===== config.mk =====
export PLATFORM = sky130hd
export DESIGN_NAME = ida_cell
export DESIGN_NICKNAME = d
export VERILOG_FILES = /design/src/rtl/ida_pkg.sv /design/src/rtl/ida_cell.sv
export SDC_FILE = /design/constraint.sdc
export NUM_CORES = 1
export LEC_CHECK = 0
export ABC_AREA = 1
export BUFFER_PORTS_ARGS = -buffer_cell sky130_fd_sc_hd__buf_4
export CAP_MARGIN = 20
export CELL_PAD_IN_SITES_DETAIL_PLACEMENT = 2
export CELL_PAD_IN_SITES_GLOBAL_PLACEMENT = 2
export CORE_MARGIN = 2
export CORE_UTILIZATION = 19
export DETAILED_ROUTE_END_ITERATION = 6
export GPL_TIMING_DRIVEN = 0
export PLACE_DENSITY_LB_ADDON = 0.1
export SETUP_SLACK_MARGIN = 0.2
export SKIP_LAST_GASP = 1
export SLEW_MARGIN = 20
export SYNTH_ARGS = -nofsm -noshare
export SYNTH_HDL_FRONTEND = slang
export SYNTH_SLANG_ARGS = --single-unit

===== constraint.sdc =====
create_clock -name clk -period 2.3 [get_ports clk]
set_clock_uncertainty 0.15 [all_clocks]
set_input_delay 0.46 -clock clk [delete_from_list [all_inputs] [get_ports clk]]
set_output_delay 0.46 -clock clk [all_outputs]
set_load 0.05 [all_outputs]

===== src/rtl/ida_pkg.sv =====
`timescale 1ns / 1ps

package ida_pkg;

	localparam int DEPTH_DEF      = 64;
	localparam int DATA_WIDTH_DEF = 32;

	localparam int OP_W  = 3;
	localparam int VAL_W = 32;
	localparam int IDX_W = 6;
	localparam int POS_W = 6;
	localparam int CNT_W = 7;
	localparam int ST_W  = 2;

	localparam logic [OP_W-1:0] OP_PUSH_BACK  = 3'd0;
	localparam logic [OP_W-1:0] OP_PUSH_FRONT = 3'd1;
	localparam logic [OP_W-1:0] OP_POP_BACK   = 3'd2;
	localparam logic [OP_W-1:0] OP_POP_FRONT  = 3'd3;
	localparam logic [OP_W-1:0] OP_READ_AT    = 3'd4;
	localparam logic [OP_W-1:0] OP_DELETE_AT  = 3'd5;

	localparam logic [ST_W-1:0] ST_OK    = 2'd0;
	localparam logic [ST_W-1:0] ST_EMPTY = 2'd1;
	localparam logic [ST_W-1:0] ST_FULL  = 2'd2;

	// per-cell controls, at most one of load/take_prev/take_next is set
	typedef struct packed {
		logic load;
		logic take_prev;
		logic take_next;
		logic sel;
	} cell_ctrl_t;

endpackage


===== src/rtl/ida_cell.sv =====
`timescale 1ns / 1ps

module ida_cell #(
	parameter int DATA_WIDTH = ida_pkg::DATA_WIDTH_DEF
) (
	input  logic                  clk,
	input  ida_pkg::cell_ctrl_t   ctrl,
	input  logic [DATA_WIDTH-1:0] load_data,
	input  logic [DATA_WIDTH-1:0] prev_data,
	input  logic [DATA_WIDTH-1:0] next_data,
	output logic [DATA_WIDTH-1:0] data,
	output logic [DATA_WIDTH-1:0] rd
);

	logic [DATA_WIDTH-1:0] data_q;

	always_ff @(posedge clk) begin
		if (ctrl.load) begin
			data_q <= load_data;
		end else if (ctrl.take_prev) begin
			data_q <= prev_data;
		end else if (ctrl.take_next) begin
			data_q <= next_data;
		end
	end

	assign data = data_q;
	// contribution to the wired-or read bus
	assign rd   = ctrl.sel ? data_q : '0;

endmodule


; Yosys cells after proc, flatten, opt, wreduce, memory -nomap -nowiden
; Index checks and enable logic that the tools add are counted.
[op_classes]
add_sub_neg = 0
n_mul = 0
div_mod_pow = 0
order_cmp = 0
n_eq_ne = 0
shifts = 0
n_mux = 4
bitwise_logic = 0
n_reduce_logical = 1
[ops]
columns = cell, count
row1 = $mux W32, 4
row2 = $reduce_bool A3 Y1, 1
[totals]
reg_bits = 32
latch_bits = 0
mem_bits_rw = 0
romBits = 0
in_bits = 101
wordCells = 6
memories = 0

; Longest topological paths before layout
[depth]
depth_word = 3
ltp_mapped = 6

; Worst setup path before layout
; Ideal clock, no wire load.
[synth_timing]
path_type = in2reg
startpoint = input port ctrl[3] (netlist bit)
endpoint = register data_q[0], in the netlist data[0], enable pin
setup_ns = 0.390
t_arrival_ns = 1.473
required_ns = 1.760
slack_ns = 0.287
path_stages = 4
path_buffers = 2
path_cell_list = buf_4 inv_4 buf_4 nand2_1
[synth_between]
elab_chain_cells = 1
[synth_rtl]
columns = item, line
row1 = start: declaration, ida_cell.sv:7  ; input ida_pkg::cell_ctrl_t ctrl,
row2 = $reduce_bool A3 Y1 (no source line), --
row3 = end signal: assignment, ida_cell.sv:19  ; data_q <= load_data;
row4 = end signal: assignment, ida_cell.sv:21  ; data_q <= prev_data;
row5 = end signal: assignment, ida_cell.sv:23  ; data_q <= next_data;
row6 = end: declaration, ida_cell.sv:15  ; logic [DATA_WIDTH-1:0] data_q;
; No other way between the ends.
; A chain may end at the register's enable or synchronous reset.

; Final worst setup path
[layout_timing]
startpoint = input port ctrl[0] (netlist bit)
endpoint = output port rd[27]
[layout_between]
elab_chain_cells = 1
[layout_rtl]
columns = item, line
row1 = $mux W32, ida_cell.sv:29  ; assign rd = ctrl.sel ? data_q : '0;
row2 = end: declaration, ida_cell.sv:12  ; output logic [DATA_WIDTH-1:0] rd
; No other way between the ends.

==> impl_metrics.json <==
{
  "grt_pass1_wl_mm": 14.19,
  "antennaDiodeCount": 0,
  "slew_headroom": 0.7250,
  "hold_class": "primary input to register",
  "p_seq_frac": 0.323,
  "regArea_um2": 960.9,
  "clkPwrFrac": 0.275,
  "critPathKind": "primary input to output port",
  "timing.final.crit_share": 0.7848,
  "crit_top_cell": "buf_4",
  "multi_input_area_um2": 770.7,
  "synthesis.instances": 341,
  "clk_pin_slew_ns": 0.06,
  "clock-sinks": 32,
  "yosysMostFrequentCell": "nand2_1",
  "die_w_um": 112.3,
  "ys_async_sr_fraction": 0,
  "grt_max_degree": 21,
  "wl_mm": 9.261,
  "cts-root-buf": "clkbuf_16",
  "period_needed_ns": 1.805,
  "worst-path-buf-inv": 4,
  "grt_usage": 0.1428,
  "cp.required_ns": 1.69,
  "synth_edf_count": 32,
  "p_switching_mw": 0.9073,
  "cts_tree": "done",
  "timing.fmax_mhz": 554.0,
  "grt_pass1_vias": 2842,
  "cts_inserted_buffers": 5,
  "p_comb_frac": 0.402,
  "startpoint_type": "primary input",
  "synthesis.area_um2": 2230,
  "p_int_mw": 1.450,
  "synth_area_leaders": "edfxtp_1 (43%), nand2_1 (27%), inv_1 (16%)",
  "drc": 0,
  "grt_setup_unrepaired": "false",
  "fin_tns_setup_ns": 0,
  "wl_per_cell_um": 14.14,
  "swShare": 0.3849,
  "powerDensity_nw_per_um2": 621.8,
  "yosysTopAreaCell": "edfxtp_1",
  "cts_max_level": 2,
  "largest_reg_flops": 32,
  "yosys-top-cells-count": "nand2_1 (161), inv_1 (96), edfxtp_1 (32), nand3_1 (32), buf_4 (7)",
  "num_rows": 39,
  "run_status": "complete, no violations",
  "pin_count": 165,
  "synth_seq_area_share": 0.4310,
  "start_util": 0.1953,
  "critPathTopFamily": "buffers and inverters",
  "synth_nets": 442,
  "endpoint_kind": "output port",
  "clockBufferDepth": 2,
  "worst_ep_arrival_time_ns": 1.20,
  "max_cap_viol_count": 0,
  "place_hpwl_mm": 7.533,
  "final_hold_viol_count": 0,
  "cts_resized": 0,
  "drt_pass1_iterations": 4,
  "synth_flop_cell": "edfxtp_1",
  "cp_max_fo": 10,
  "ys_types": 9,
  "vias_per_cell": 4.052,
  "antenna_found_initial": 0,
  "max_stage_delay_ns": 0.26,
  "dieArea_um2": 12620,
  "drtIter0Drc": 53,
  "crit_path_cell_trace": "buf_4, buf_2, nand2_1, inv_1, buf_4",
  "hold_ws_ns": 0.3065,
  "drive_gt1_frac": 0.3672,
  "hold_buffers": 0,
  "yosys_warnings": 0,
  "slowest_stage": "buf_2",
  "setup_viol": 0,
  "cts_setup_buffers": 0,
  "ys_ff_latch": 32,
  "leakage_nw": 2.375,
  "die-height_um": 112.3,
  "core-area_um2": 11420,
  "worst_pin_slew_ns": 0.4110,
  "power_mw": 2.357,
  "syn_area_per_cell_um2": 6.539,
  "drv_slew": 0,
  "synth_top_area_frac": 0.4310,
  "ant_nets": 0,
  "grt-ovfl-total": 0,
  "nets": 612,
  "port_buffers": 162,
  "dr_total_vias": 2654,
  "area_growth_pct": 70.03,
  "ir_worst_vdd_mv": 0.2272,
  "fill_cells": 1437,
  "gp_congestion": 0.7332
}
==> layer usage <==
metal	vias to the layer above	track usage	wire length, um
met1	1244	0.1617	3642
met4	0	0.02846	83
met2	92	0.2687	4850
met5	-	0	0
met3	4	0.03888	685
li1	1314	-	-
==> power groups by stage <==
stage | logic, mW | clock network (mW) | registers [mW]
floorplan | 0.348 | 0 | 1.00
global placement | 0.942 | 0 | 0.773
detailed placement | 0.962 | 0 | 0.776
CTS | 0.963 | 0.668 | 0.765
global route | 1.01 | 0.683 | 0.773
finish | 0.947 | 0.648 | 0.763
==> stage by stage <==
step                      area [um^2]  setup WS, ns  std cells  utilization
final                            3791        0.4950        655       0.3320
after global routing             3791        0.3907        655       0.3320
after CTS                        3791        0.4572        655       0.3320
after detailed placement         3655        0.4022        647       0.3201
after global placement           3625       -0.3926        646       0.3174
after floorplan                  2230        0.2874        341            -
==> kinds of logic (layout without fill, tap and decap cells) <==
kind of cell	count (synthesis)	in the layout	share of synthesized area
DFF	32	32	0.4310
and+or+nand+nor	194	194	0.3446
buffers and inverters	115	286	0.2245
==> final timing paths <==
path                       from        to  slack [ns]  depth (start not counted)
hold / removal    load_data[29]  data[29]        0.31                          3
setup / recovery        ctrl[0]    rd[27]        0.49                          5
==> worst min-delay path: stages <==
cell and delay (ns):
buf_4 0.08, nand2_1 0.04, nand2_1 0.05
==> cell usage in the layout (no fill, tap or decap) <==
cell / count
nand2_1: 160
buf_6: 4
inv_4: 2
clkbuf_1: 2
nand3_1: 32
buf_16: 1
clkbuf_16: 5
buf_2: 6
buf_4: 169
nor2_1: 1
inv_1: 96
edfxtp_1: 32
nand2_2: 1
clkinv_1: 1
==> layout make-up <==
| type | instances | area share |
|---|---|---|
| repair buffers | 163 | 0.3281 |
| flip-flops and latches | 32 | 0.2535 |
| multi-input cells | 194 | 0.2033 |
| inverters | 98 | 0.09835 |
| well taps | 143 | 0.04719 |
| clock buffers | 7 | 0.03498 |
| plain buffers | 17 | 0.03366 |
| clock inverters | 1 | 0.0009901 |
Note: power is estimated with default switching activity, not from simulation.
